<file path="config.mk">
export PLATFORM = sky130hd
export DESIGN_NAME = onewire_slave_memory_responder
export DESIGN_NICKNAME = d
export VERILOG_FILES = /design/src/design/ows_pkg.sv /design/src/design/onewire_slave_memory_responder.sv /design/src/design/ows_front.sv /design/src/design/ows_engine.sv /design/src/design/ows_res_q.sv
export SDC_FILE = /design/constraint.sdc
export NUM_CORES = 2
export LEC_CHECK = 0
export ABC_AREA = 0
export BUFFER_PORTS_ARGS = -buffer_cell sky130_fd_sc_hd__buf_4
export CAP_MARGIN = 10
export CORE_MARGIN = 1
export CORE_UTILIZATION = 60
export DETAILED_ROUTE_END_ITERATION = 10
export MAX_ROUTING_LAYER = met4
export PLACE_DENSITY = 0.72
export SYNTH_ARGS = -nofsm -noshare
export SYNTH_HDL_FRONTEND = slang
export SYNTH_SLANG_ARGS = --single-unit
</file>
<file path="constraint.sdc">
create_clock -name clk_i -period 14.8 [get_ports clk_i]
set_clock_uncertainty 0.2 [all_clocks]
set_input_delay 2.22 -clock clk_i [delete_from_list [all_inputs] [get_ports clk_i]]
set_output_delay 2.22 -clock clk_i [all_outputs]
set_load 0.1 [all_outputs]
</file>
<file path="src/design/ows_pkg.sv">
package ows_pkg;

  // input opcodes
  localparam logic [1:0] OP_LOAD  = 2'd0;
  localparam logic [1:0] OP_RESET = 2'd1;
  localparam logic [1:0] OP_SLOT  = 2'd2;
  localparam logic [1:0] OP_NONE  = 2'd3;

  // configuration register indexes
  localparam logic CFG_ROM_BYTES  = 1'b0;
  localparam logic CFG_DATA_BYTES = 1'b1;

  // bus commands
  localparam logic [7:0] BUS_SKIP_ROM = 8'hCC;
  localparam logic [7:0] BUS_READ_ROM = 8'h33;
  localparam logic [7:0] BUS_READ_MEM = 8'hF0;
  localparam logic [7:0] ADDR_LO_MASK = 8'h7F;

  typedef enum logic [1:0] {
    CMD_LOAD,
    CMD_RESET,
    CMD_SLOT,
    CMD_NOP
  } cmd_kind_e;

  typedef struct packed {
    cmd_kind_e  kind;
    logic [7:0] addr;
    logic [7:0] value;
    logic       line;
  } cmd_t;

  typedef struct packed {
    logic       drive_low;
    logic       presence_pulse;
    logic       byte_done;
    logic [7:0] byte_value;
    logic [3:0] phase;
  } res_t;

  // reflected CRC8, polynomial x^8 + x^5 + x^4 + 1, LSB first
  function automatic logic [7:0] crc8(input logic [7:0] crc, input logic [7:0] data);
    logic [7:0] c;
    logic       mix;
    c = crc;
    for (int i = 0; i < 8; i++) begin
      mix = c[0] ^ data[i];
      c   = {1'b0, c[7:1]};
      if (mix) begin
        c = c ^ 8'h8C;
      end
    end
    return c;
  endfunction

endpackage

</file>
<file path="src/design/onewire_slave_memory_responder.sv">
// 1-Wire slave answering Skip ROM / Read Memory and Read ROM from a byte
// store that is loaded through load items beforehand. Each item (load, bus
// reset, time slot or no-op) yields exactly one result item: drive_low, presence,
// the completed byte when a slot ends one, and the protocol phase afterwards.
// Rate: one item per clock sustained while results are popped; each item
// passes the front queue, then the protocol engine writes its result into
// the result queue, where it waits to be popped. The single store read
// port is kept off the critical path by prefetching, every cycle, the byte
// the next completed slot may need, so no slot ever waits on the store.
// No clearing pass after reset: store entries must be loaded before they
// are read out. rom_bytes resets to 8 and data_bytes to 256; write them
// only while the block is idle.
module onewire_slave_memory_responder #(
  parameter int unsigned STORE_DEPTH = 256
) (
  input  logic       clk_i,
  input  logic       rst_ni,
  // item input
  input  logic       push,
  output logic       full,
  input  logic [1:0] opcode_i,
  input  logic [7:0] load_address_i,
  input  logic [7:0] load_value_i,
  input  logic       line_bit_i,
  // result output
  output logic       empty,
  input  logic       pop,
  output logic       drive_low_o,
  output logic       presence_pulse_o,
  output logic       byte_done_o,
  output logic [7:0] byte_value_o,
  output logic [3:0] phase_o,
  // configuration
  input  logic       cfg_we_i,
  input  logic       cfg_index_i,
  input  logic [8:0] cfg_data_i
);
  import ows_pkg::*;

  cmd_t cmd;
  logic cmd_valid, cmd_pop;
  res_t res_in, res_out;
  logic res_push, res_full;

  // front: takes items and classifies them into engine commands
  ows_front u_front (
    .clk_i          (clk_i),
    .rst_ni         (rst_ni),
    .push           (push),
    .full           (full),
    .opcode_i       (opcode_i),
    .load_address_i (load_address_i),
    .load_value_i   (load_value_i),
    .line_bit_i     (line_bit_i),
    .cmd_valid_o    (cmd_valid),
    .cmd_o          (cmd),
    .cmd_pop_i      (cmd_pop)
  );

  // back: protocol state, CRC, byte store
  ows_engine #(
    .STORE_DEPTH (STORE_DEPTH)
  ) u_engine (
    .clk_i       (clk_i),
    .rst_ni      (rst_ni),
    .cmd_valid_i (cmd_valid),
    .cmd_i       (cmd),
    .cmd_pop_o   (cmd_pop),
    .cfg_we_i    (cfg_we_i),
    .cfg_index_i (cfg_index_i),
    .cfg_data_i  (cfg_data_i),
    .res_full_i  (res_full),
    .res_push_o  (res_push),
    .res_o       (res_in)
  );

  // result queue: decouples the engine from the consumer's pop
  ows_res_q u_res_q (
    .clk_i      (clk_i),
    .rst_ni     (rst_ni),
    .res_push_i (res_push),
    .res_i      (res_in),
    .res_full_o (res_full),
    .empty      (empty),
    .pop        (pop),
    .res_o      (res_out)
  );

  assign drive_low_o      = res_out.drive_low;
  assign presence_pulse_o = res_out.presence_pulse;
  assign byte_done_o      = res_out.byte_done;
  assign byte_value_o     = res_out.byte_value;
  assign phase_o          = res_out.phase;

endmodule

</file>
<file path="src/design/ows_front.sv">
module ows_front (
  input  logic              clk_i,
  input  logic              rst_ni,
  input  logic              push,
  output logic              full,
  input  logic [1:0]        opcode_i,
  input  logic [7:0]        load_address_i,
  input  logic [7:0]        load_value_i,
  input  logic              line_bit_i,
  output logic              cmd_valid_o,
  output ows_pkg::cmd_t     cmd_o,
  input  logic              cmd_pop_i
);
  import ows_pkg::*;

  cmd_t       slot_q [2];
  cmd_t       dec;
  logic       wr_ptr_q, rd_ptr_q;
  logic [1:0] count_q;
  logic       do_push, do_pop;

  // classify the incoming item
  always_comb begin
    dec.addr  = load_address_i;
    dec.value = load_value_i;
    dec.line  = line_bit_i;
    unique case (opcode_i)
      OP_LOAD:  dec.kind = CMD_LOAD;
      OP_RESET: dec.kind = CMD_RESET;
      OP_SLOT:  dec.kind = CMD_SLOT;
      OP_NONE:  dec.kind = CMD_NOP;
    endcase
  end

  assign full        = (count_q == 2'd2);
  assign cmd_valid_o = (count_q != 2'd0);
  assign cmd_o       = slot_q[rd_ptr_q];
  assign do_push     = push && !full;
  assign do_pop      = cmd_pop_i && cmd_valid_o;

  always_ff @(posedge clk_i) begin
    if (do_push) begin
      slot_q[wr_ptr_q] <= dec;
    end
  end

  always_ff @(posedge clk_i or negedge rst_ni) begin
    if (!rst_ni) begin
      wr_ptr_q <= 1'b0;
      rd_ptr_q <= 1'b0;
      count_q  <= 2'd0;
    end else begin
      if (do_push) begin
        wr_ptr_q <= ~wr_ptr_q;
      end
      if (do_pop) begin
        rd_ptr_q <= ~rd_ptr_q;
      end
      if (do_push && !do_pop) begin
        count_q <= count_q + 2'd1;
      end else if (do_pop && !do_push) begin
        count_q <= count_q - 2'd1;
      end
    end
  end

endmodule

</file>
<file path="src/design/ows_engine.sv">
module ows_engine #(
  parameter int unsigned STORE_DEPTH = 256
) (
  input  logic          clk_i,
  input  logic          rst_ni,
  input  logic          cmd_valid_i,
  input  ows_pkg::cmd_t cmd_i,
  output logic          cmd_pop_o,
  input  logic          cfg_we_i,
  input  logic          cfg_index_i,
  input  logic [8:0]    cfg_data_i,
  input  logic          res_full_i,
  output logic          res_push_o,
  output ows_pkg::res_t res_o
);
  import ows_pkg::*;

  localparam int unsigned AW = $clog2(STORE_DEPTH);

  localparam logic [3:0] PH_IDLE     = 4'd0;
  localparam logic [3:0] PH_ROM_CMD  = 4'd1;
  localparam logic [3:0] PH_FUNC_CMD = 4'd2;
  localparam logic [3:0] PH_ADDR_LO  = 4'd3;
  localparam logic [3:0] PH_ADDR_HI  = 4'd4;
  localparam logic [3:0] PH_ADDR_CRC = 4'd5;
  localparam logic [3:0] PH_ROM_READ = 4'd6;
  localparam logic [3:0] PH_MEM_READ = 4'd7;
  localparam logic [3:0] PH_MEM_CRC  = 4'd8;

  logic [6:0]  rom_q;
  logic [8:0]  data_q;
  logic [3:0]  phase_q, phase_d;
  logic [15:0] shift_q, shift_d;
  logic [3:0]  bits_q, bits_d;
  logic [8:0]  rp_q, rp_d;
  logic [7:0]  crc_q, crc_d;

  logic [7:0]  store [STORE_DEPTH];
  logic [7:0]  rd_data_q;
  logic        rd_oor_q;
  logic [8:0]  pf_ptr;
  logic [AW-1:0] rd_idx, wr_idx;
  logic        mem_we;

  logic        fire;
  logic [15:0] slot_shift;
  logic        slot_line;
  logic [7:0]  in_byte, rd_byte, send_byte, crc_hi;
  logic [8:0]  mem_start;
  logic        do_send;

  assign fire       = cmd_valid_i && !res_full_i;
  assign cmd_pop_o  = fire;
  assign res_push_o = fire;

  assign rd_byte   = rd_oor_q ? 8'hFF : rd_data_q;
  assign mem_start = rp_q + {2'b00, rom_q};
  assign crc_hi    = crc8(crc_q, 8'h00);

  always_comb begin
    phase_d    = phase_q;
    shift_d    = shift_q;
    bits_d     = bits_q;
    rp_d       = rp_q;
    crc_d      = crc_q;
    res_o      = '0;
    mem_we     = 1'b0;
    do_send    = 1'b0;
    send_byte  = 8'h00;
    slot_line  = cmd_i.line & ~shift_q[0];
    slot_shift = {slot_line, shift_q[15:1]};
    in_byte    = slot_shift[15:8];
    if (fire) begin
      unique case (cmd_i.kind)
        CMD_LOAD: begin
          mem_we = (32'(cmd_i.addr) < STORE_DEPTH);
        end
        CMD_RESET: begin
          res_o.presence_pulse = 1'b1;
          phase_d = PH_ROM_CMD;
          shift_d = 16'h0000;
          bits_d  = 4'd8;
        end
        CMD_SLOT: begin
          if (phase_q != PH_IDLE) begin
            res_o.drive_low = shift_q[0];
            bits_d  = bits_q - 4'd1;
            shift_d = slot_shift;
            if (bits_d == 4'd0) begin
              shift_d = {8'h00, in_byte};
              res_o.byte_done  = 1'b1;
              res_o.byte_value = in_byte;
              unique case (phase_q)
                PH_ROM_CMD: begin
                  if (in_byte == BUS_SKIP_ROM) begin
                    phase_d = PH_FUNC_CMD;
                    shift_d = 16'h0000;
                    bits_d  = 4'd8;
                  end else if (in_byte == BUS_READ_ROM) begin
                    phase_d   = PH_ROM_READ;
                    rp_d      = 9'd1;
                    do_send   = 1'b1;
                    send_byte = rd_byte;
                  end else begin
                    phase_d = PH_IDLE;
                    shift_d = 16'h0000;
                  end
                end
                PH_ROM_READ: begin
                  if (rp_q < {2'b00, rom_q}) begin
                    do_send   = 1'b1;
                    send_byte = rd_byte;
                    rp_d      = rp_q + 9'd1;
                  end else begin
                    phase_d = PH_IDLE;
                    shift_d = 16'h0000;
                  end
                end
                PH_FUNC_CMD: begin
                  if (in_byte == BUS_READ_MEM) begin
                    crc_d   = crc8(8'h00, in_byte);
                    phase_d = PH_ADDR_LO;
                    shift_d = 16'h0000;
                    bits_d  = 4'd8;
                  end else begin
                    phase_d = PH_IDLE;
                    shift_d = 16'h0000;
                  end
                end
                PH_ADDR_LO: begin
                  rp_d    = {1'b0, in_byte & ADDR_LO_MASK};
                  crc_d   = crc8(crc_q, in_byte & ADDR_LO_MASK);
                  phase_d = PH_ADDR_HI;
                  shift_d = 16'h0000;
                  bits_d  = 4'd8;
                end
                PH_ADDR_HI: begin
                  crc_d     = crc_hi;
                  phase_d   = PH_ADDR_CRC;
                  do_send   = 1'b1;
                  send_byte = crc_hi;
                end
                PH_ADDR_CRC: begin
                  crc_d     = crc8(8'h00, rd_byte);
                  phase_d   = PH_MEM_READ;
                  do_send   = 1'b1;
                  send_byte = rd_byte;
                  rp_d      = mem_start + 9'd1;
                end
                PH_MEM_READ: begin
                  if (rp_q < data_q) begin
                    crc_d     = crc8(crc_q, rd_byte);
                    do_send   = 1'b1;
                    send_byte = rd_byte;
                    rp_d      = rp_q + 9'd1;
                  end else begin
                    phase_d   = PH_MEM_CRC;
                    do_send   = 1'b1;
                    send_byte = crc_q;
                  end
                end
                default: begin
                  phase_d = PH_IDLE;
                  shift_d = 16'h0000;
                end
              endcase
              // sent bits are stored inverted: a one means pull the line low
              if (do_send) begin
                shift_d = {8'hFF, ~send_byte};
                bits_d  = 4'd8;
              end
            end
          end
        end
        CMD_NOP: ;
      endcase
    end
    res_o.phase = phase_d;
  end

  // prefetch the byte the next completed slot could need
  always_comb begin
    unique case (phase_d)
      PH_ROM_CMD:  pf_ptr = 9'd0;
      PH_ADDR_CRC: pf_ptr = rp_d + {2'b00, rom_q};
      default:     pf_ptr = rp_d;
    endcase
  end

  assign rd_idx = AW'(pf_ptr);
  assign wr_idx = AW'(cmd_i.addr);

  always_ff @(posedge clk_i) begin
    if (mem_we) begin
      store[wr_idx] <= cmd_i.value;
    end
    if (mem_we && (wr_idx == rd_idx)) begin
      rd_data_q <= cmd_i.value;
    end else begin
      rd_data_q <= store[rd_idx];
    end
    rd_oor_q <= (32'(pf_ptr) >= STORE_DEPTH);
  end

  always_ff @(posedge clk_i or negedge rst_ni) begin
    if (!rst_ni) begin
      rom_q   <= 7'd8;
      data_q  <= 9'd256;
      phase_q <= PH_IDLE;
      shift_q <= 16'h0000;
      bits_q  <= 4'd0;
      rp_q    <= 9'd0;
      crc_q   <= 8'h00;
    end else begin
      if (cfg_we_i) begin
        unique case (cfg_index_i)
          CFG_ROM_BYTES:  rom_q  <= cfg_data_i[6:0];
          CFG_DATA_BYTES: data_q <= cfg_data_i;
        endcase
      end
      phase_q <= phase_d;
      shift_q <= shift_d;
      bits_q  <= bits_d;
      rp_q    <= rp_d;
      crc_q   <= crc_d;
    end
  end

endmodule

</file>
<file path="src/design/ows_res_q.sv">
module ows_res_q (
  input  logic          clk_i,
  input  logic          rst_ni,
  input  logic          res_push_i,
  input  ows_pkg::res_t res_i,
  output logic          res_full_o,
  output logic          empty,
  input  logic          pop,
  output ows_pkg::res_t res_o
);
  import ows_pkg::*;

  res_t       slot_q [2];
  logic       wr_ptr_q, rd_ptr_q;
  logic [1:0] count_q;
  logic       do_push, do_pop;

  assign res_full_o = (count_q == 2'd2);
  assign empty      = (count_q == 2'd0);
  assign res_o      = slot_q[rd_ptr_q];
  assign do_push    = res_push_i && !res_full_o;
  assign do_pop     = pop && !empty;

  always_ff @(posedge clk_i) begin
    if (do_push) begin
      slot_q[wr_ptr_q] <= res_i;
    end
  end

  always_ff @(posedge clk_i or negedge rst_ni) begin
    if (!rst_ni) begin
      wr_ptr_q <= 1'b0;
      rd_ptr_q <= 1'b0;
      count_q  <= 2'd0;
    end else begin
      if (do_push) begin
        wr_ptr_q <= ~wr_ptr_q;
      end
      if (do_pop) begin
        rd_ptr_q <= ~rd_ptr_q;
      end
      if (do_push && !do_pop) begin
        count_q <= count_q + 2'd1;
      end else if (do_pop && !do_push) begin
        count_q <= count_q - 2'd1;
      end
    end
  end

endmodule

</file>
Word level (Yosys, flattened, before mapping)
Memories as Yosys holds them, arrays and structs flattened. A register that Yosys moved wholly into a read port is not among the register bits.
Cells that the tools add are included.
{"block": "word_totals", "register_bits": 66, "mem_bits_rw": 2116, "output_inout_bits": 17, "wordCells": 425, "mem_count": 3}
{"block": "classes", "n_addsub": 9, "order_cmp": 3, "eq_ne": 22, "mux": 270, "bitwise_logic": 73, "n_reduce_logical": 31}
{"name": "u_engine.store", "words": 256, "word_bits": 8, "rd": 1, "rd_clocked_by_memory_dff": 1, "write_ports": 1, "line_no": "ows_engine.sv:38", "rtl": "logic [7:0] store [STORE_DEPTH];"}
{"name": "u_front.slot_q", "words": 2, "word_bits": 19, "rd": 1, "rd_clocked_by_memory_dff": 0, "write_ports": 1, "line_no": "ows_front.sv:16", "rtl": "cmd_t slot_q [2];"}
{"name": "u_res_q.slot_q", "words": 2, "word_bits": 15, "rd": 1, "rd_clocked_by_memory_dff": 0, "write_ports": 1, "line_no": "ows_res_q.sv:13", "rtl": "res_t slot_q [2];"}
{"operator": "$mux W8", "count": 207}
{"operator": "$not A2 Y3", "count": 36}
{"operator": "$mux W9", "count": 11}
{"operator": "$pmux W8 S5", "count": 2}
{"operator": "$mux W16", "count": 4}
{"operator": "$pmux W16 S3", "count": 1}
{"operator": "$pmux W9 S5", "count": 1}
{"operator": "$mux W4", "count": 11}
{"operator": "$pmux W16 S2", "count": 1}
{"operator": "$xor A1 B1 Y1", "count": 29}
{"operator": "$pmux W4 S7", "count": 1}
{"operator": "$eq A4 B3 Y1 const B", "count": 5}
{"operator": "$add A9 B1 Y9 const B", "count": 2}
{"operator": "$add A9 B7 Y9", "count": 2}
{"operator": "$mux W1", "count": 18}
{"operator": "$pmux W9 S2", "count": 1}
{"operator": "$eq A8 B8 Y1 const B", "count": 2}
{"operator": "$pmux W4 S2", "count": 2}
{"operator": "$pmux W4 S3", "count": 1}
{"operator": "$mux W11", "count": 1}
{"operator": "$eq A2 B2 Y1 const B", "count": 5}
{"operator": "$mux W2", "count": 5}
{"operator": "$ge A9 B9 Y1 const B", "count": 1}
{"operator": "$logic_and A1 B1 Y1", "count": 9}
{"operator": "26 further kinds", "count": 50}

Longest topological paths before layout
{"block": "logic_depth", "word_depth": 61, "ltp_mapped": 25, "ltp_nobuf": 25}

Cells and area by module
From an unflattened synthesis, not the netlist that was laid out.
{"block": "unflattened", "hier_cells": 4312, "area_unflattened_um2": 87690.4}
{"mod": "ows_engine", "instances": 1, "cells_each": 4166, "area_per_inst_um2": 84766.3, "seq_area_each_um2": 63108.0}
{"mod": "ows_front", "instances": 1, "cells_each": 80, "area_per_inst_um2": 1592.8, "seq_area_each_um2": 1241.2}
{"mod": "ows_res_q", "instances": 1, "cells_each": 66, "area_per_inst_um2": 1331.3, "seq_area_each_um2": 1001.0}

Least setup slack after synthesis
Ideal clock, no wire load.
{"block": "synth_path", "kind": "reg2reg", "from": "register u_front.rd_ptr_q", "to": "register u_engine.rd_oor_q", "t_arrival_ns": 4.982, "setup_slack_ns": 9.496, "path_stages_with_launch": 25, "path_buffers": 4, "synth_period_minus_slack_ns": 5.304, "cell_sequence": "dfrtp_1 > clkbuf_1 > clkbuf_1 > clkbuf_1 > mux2i_1 > ha_1 > a21boi_0 > nand2_1 > nor2_1 > o21ai_1 > clkbuf_1 > a21oi_1 > nor2_1 > a31oi_1 > ha_1 > inv_1 > fa_1 > nor2b_1 > o21ai_0 > nand2b_1 > a21oi_1 > o21bai_1 > a21o_1 > nand2_1 > a311o_1"}
{"block": "synth_via", "elab_chain_len": 13, "elab_cells_between_ends": 27, "cone_classes": "add/sub (1); order compare (1); eq/ne (7); mux (16); bitwise (1); memory (1)"}
{"element": "start, declared", "line_no": "ows_front.sv:18", "rtl": "logic wr_ptr_q, rd_ptr_q;"}
{"element": "start signal, assigned", "line_no": "ows_front.sv:57", "rtl": "rd_ptr_q <= ~rd_ptr_q;"}
{"element": "$mem_v2 Z2 W19 (*)"}
{"element": "$and A1 B1 Y1", "line_no": "ows_engine.sv:70", "rtl": "slot_line = cmd_i.line & ~shift_q[0];"}
{"element": "$eq A8 B6 Y1", "line_no": "ows_engine.sv:99", "rtl": "end else if (in_byte == BUS_READ_ROM) begin"}
{"element": "$mux W9", "line_no": "ows_engine.sv:99"}
{"element": "$mux W9", "line_no": "ows_engine.sv:95", "rtl": "if (in_byte == BUS_SKIP_ROM) begin"}
{"element": "$pmux W9 S5", "line_no": "ows_engine.sv:93", "rtl": "unique case (phase_q)"}
{"element": "$mux W9", "line_no": "ows_engine.sv:89", "rtl": "if (bits_d == 4'd0) begin"}
{"element": "$mux W9", "line_no": "ows_engine.sv:85", "rtl": "if (phase_q != PH_IDLE) begin"}
{"element": "$mux W9 (*)", "line_no": "ows_engine.sv:74", "rtl": "unique case (cmd_i.kind)"}
{"element": "$mux W9 (*)", "line_no": "ows_engine.sv:73", "rtl": "if (fire) begin"}
{"element": "net u_engine.rp_d[0]", "line_no": "ows_engine.sv:35", "rtl": "logic [8:0] rp_q, rp_d;"}
{"element": "$add A9 B7 Y9", "line_no": "ows_engine.sv:185", "rtl": "PH_ADDR_CRC: pf_ptr = rp_d + {2'b00, rom_q};"}
{"element": "$pmux W9 S2 (*)", "line_no": "ows_engine.sv:183", "rtl": "unique case (phase_d)"}
{"element": "$ge A9 B9 Y1 (*)", "line_no": "ows_engine.sv:202", "rtl": "rd_oor_q <= (32'(pf_ptr) >= STORE_DEPTH);"}
{"element": "end signal, assigned", "line_no": "ows_engine.sv:202"}
{"element": "end, declared", "line_no": "ows_engine.sv:40", "rtl": "logic rd_oor_q;"}
The timed path passes the listed nets; every way through them passes the cells marked *.
A chain may end at the register's enable or synchronous reset.

==> summary.md <==
| Metric | Value |
|---|---|
| Status | `finished clean` |
| Synth Net Count | `around 4400` |
| DP Wirelength | `between 100 and 150 mm` |
| Gr ovfl total | `0` |
| Layout area overhead | `10.4%` |
| Slew Limit Fails | `0` |
| Number of synthesized flops with an enable pin | `2116` |
| Syn Inst Count | `4309` |
| First-pass GRT wire length | `~300 mm` |
| Yosys Warn Count | `0` |
| Ys flop type | `edfxtp_1` |
| Cell leakage power | `29.8 nW` |
| Class of the worst hold path | `register to register` |
| Final wirelength | `204 mm` |
| Die Wd | `384 um` |
| Critical Path Sink Type | `register` |
| Rel. slew slack | `0.169` |
| Largest cells by area after synthesis | `edfxtp_1, mux4_2, dfrtp_1` |
| Comb power frac | `0.202` |
| Initial Utilization | `0.608` |
| Post-CTS Resized | `0` |
| Vias | `43400` |
| DR pass1 iterations | `6` |
| Syn_area_per_cell | `20.4 um2` |
| Post-CTS Setup Repair Bufs | `0` |
| Htree depth | `4` |
| Final setup fails | `0` |
| Pin count of the biggest net entering global routing | `between 150 and 200` |
| Area of the core | `between 0.1 and 0.15 mm2` |
| Most frequent cells after synthesis | `edfxtp_1, mux4_2, nor2_1` |
| Post-CTS Hold Buffers | `0` |
| Global Route met1 Usage | `0.408` |
| Peak VDD IR | `between 0.00015 and 0.0002 V` |
| Final nets | `4486` |
| Asr flop ratio synth | `0.0297` |
| Worst setup SP type | `register` |
| GR Util All Layers | `0.291` |
| PortBufs | `50` |
| Routed Antenna Nets | `0` |
| Worst Path Max Fanout | `53` |
| Clock sinks | `~2200` |
| Seq/Total Area, Yosys | `0.745` |
| PwrDens | `170 mW/mm2` |
| WL/cell | `31.4 um` |
| Net Sw Frac | `0.289` |
| Finished Cell Area | `about 0.097 mm2` |
| Worst Setup Path Type | `register to register` |
| Final Cycle Share | `0.450` |
| Flop pwr share | `0.473` |
| Global Route met2 Usage | `0.441` |
| Layout cells sized above 1 | `0.232` |
| Die ar. | `around 0.15 mm2` |
| Antenna violations before repair | `3` |
| GRT Max-Usage Layer | `met2` |
| CTS Buffer Depth | `3` |
| Total of max-cap violations | `0` |
| GR Util met3 | `0.0513` |
| Yosys reg bits | `around 2200` |
| Root Driver | `clkbuf_16` |
| Setup TNS | `0 ns` |
| Vias per inst | `between 6 and 7` |
| Rows | `roughly 140` |
| Clk pin slew, worst setup/hold paths | `~0.06 ns` |
| Chip height | `slightly below 400 um` |
| Unrepaired setup endpoints after global routing | `false` |
| Yosys top cell area share | `0.724` |
| Fmax | `150 MHz` |
| WP data required | `~15 ns` |
| Post-route DRC | `0` |
| Tmin final | `between 6 and 7 ns` |
| CP arrival | `a little over 7 ns` |
| Final hold viol count | `0` |
| Yosys top cell by area | `edfxtp_1` |
| Vias in the first global route | `~43000` |
| Net switching power | `4.75 mW` |
| Num CTS Buffers | `210` |
| Area after DPL | `0.0900 mm2` |
| Num ports | `51` |
| Placer Congestion | `0.843` |
| Clk pwr share | `0.325` |
| Measured slew at the worst slew-check pin | `roughly 1.2 ns` |
| Distinct cells, synth | `slightly below 80` |
| Synthesized area | `0.0877 mm2` |
| Cell Int Power | `approximately 12 mW` |
| Clk Latency, worst-skew pair | `0.83 ns` |
| CTS tree | `done` |
| Most frequent cell after synthesis | `edfxtp_1` |
| Drt first-iter violations | `5024` |
worst max-delay path, cell delays in order (launching register included):
cell	delay, ns
dfxtp_4	0.76
buf_4	0.74
buf_4	0.79
buf_4	0.65
mux4_2	0.42
mux4_2	0.50
a211oi_1	0.50
a22o_1	0.43
a21oi_2	0.10
xnor2_2	0.20
xnor2_1	0.28
nor2_4	0.09
xor2_2	0.23
nor2_1	0.08
a2111oi_2	0.29
a211oi_1	0.07
sequential cells by signal (all words and copies together), names as in the netlist, 2 cells and up, named ones only:
name,flops
u_engine.bits_q,4
u_engine.crc_q,8
u_engine.data_q,9
u_engine.phase_q,4
u_engine.rom_q,7
u_engine.rp_q,9
u_engine.shift_q,16
u_engine.store,2048
u_front.count_q,2
u_front.slot_q,38
u_res_q.count_q,2
u_res_q.slot_q,30
placed cells by master, fill, tap and decap left out, drive strengths merged, types with 40 or more instances in the layout:
cell    instances
mux4          569
clkinv         90
clkbuf        263
nand2         136
buf           125
mux2i         117
a21oi          49
o21ai          76
nor2          326
mux2           40
inv            66
xnor2          59
dfrtp          63
edfxtp       2116
final timing paths:
| path | endpoint | cells after the start | slack (ns) | start |
|---|---|---|---|---|
| worst max-delay path | u_engine.crc_q[7]$_DFFE_PN0P_ | 15 | 8.13 | register |
| worst min-delay path | u_front.count_q[1]$_DFFE_PN0P_ | 1 | 0.29 | u_front.count_q[1]$_DFFE_PN0P_ |
| worst max register to register | u_engine.crc_q[7]$_DFFE_PN0P_ | 15 | 8.13 | register |
| worst min register to register | u_front.count_q[1]$_DFFE_PN0P_ | 1 | 0.29 | u_front.count_q[1]$_DFFE_PN0P_ |
| max in group asynchronous | u_engine.data_q[1]$_DFFE_PN0P_ | 1 | 12.49 | rst_ni |
| min in group asynchronous | u_front.wr_ptr_q$_DFFE_PN0P_ | 1 | 1.30 | rst_ni |
metal layers:
metal  up-vias  routed length, um
li1      17900                  -
met1     22800              80300
met2      2273              98800
met3       369              18700
met4         0               6370
met5         -                  0
stage by stage:
step	hold WS, ns	power [mW]	worst slack, ns	instances	util
2_1_floorplan	0.250	10.0	9.50	4309	-
3_3_place_gp	0.276	11.2	8.22	6101	0.623
3_5_place_dp	0.279	11.2	8.18	6101	0.623
4_1_cts	0.291	16.5	8.17	6493	0.671
5_1_grt	0.319	16.9	7.67	6496	0.671
6_report	0.290	16.4	8.13	6497	0.671
power groups by stage:
stage	clock (mW)	sequential, mW	combinational [mW]
5_1_grt	5.62	7.79	3.49
3_5_place_dp	0	7.91	3.32
2_1_floorplan	0	7.90	2.13
6_report	5.35	7.78	3.32
4_1_cts	5.40	7.78	3.32
3_3_place_gp	0	7.90	3.25
layout make-up:
type                    instances  area [um2]
clock buffers                 263        5610
inverters                      59         221
diodes                          3        7.51
fillers                      9197       47500
flip-flops and latches       2190       65400
well taps                    1903        2380
clock inverters               129        1240
repair buffers                125         992
multi-input cells            1825       21000
logic make-up (layout without fill, tap and decap cells):
logic type	Yosys count	in the layout	share of synthesized area
flip-flops	2190	2190	0.745
multiplexers	726	726	0.165
AND/OR/NAND/NOR	629	629	0.0315
AO/OA/AOI/OAI	347	347	0.0268
buffers and inverters	294	576	0.0174
XOR/XNOR	82	82	0.00862
adder cells (fa/ha/maj)	41	41	0.00602
other	0	3	0
No activity file was read; power rests on OpenSTA's default activity.
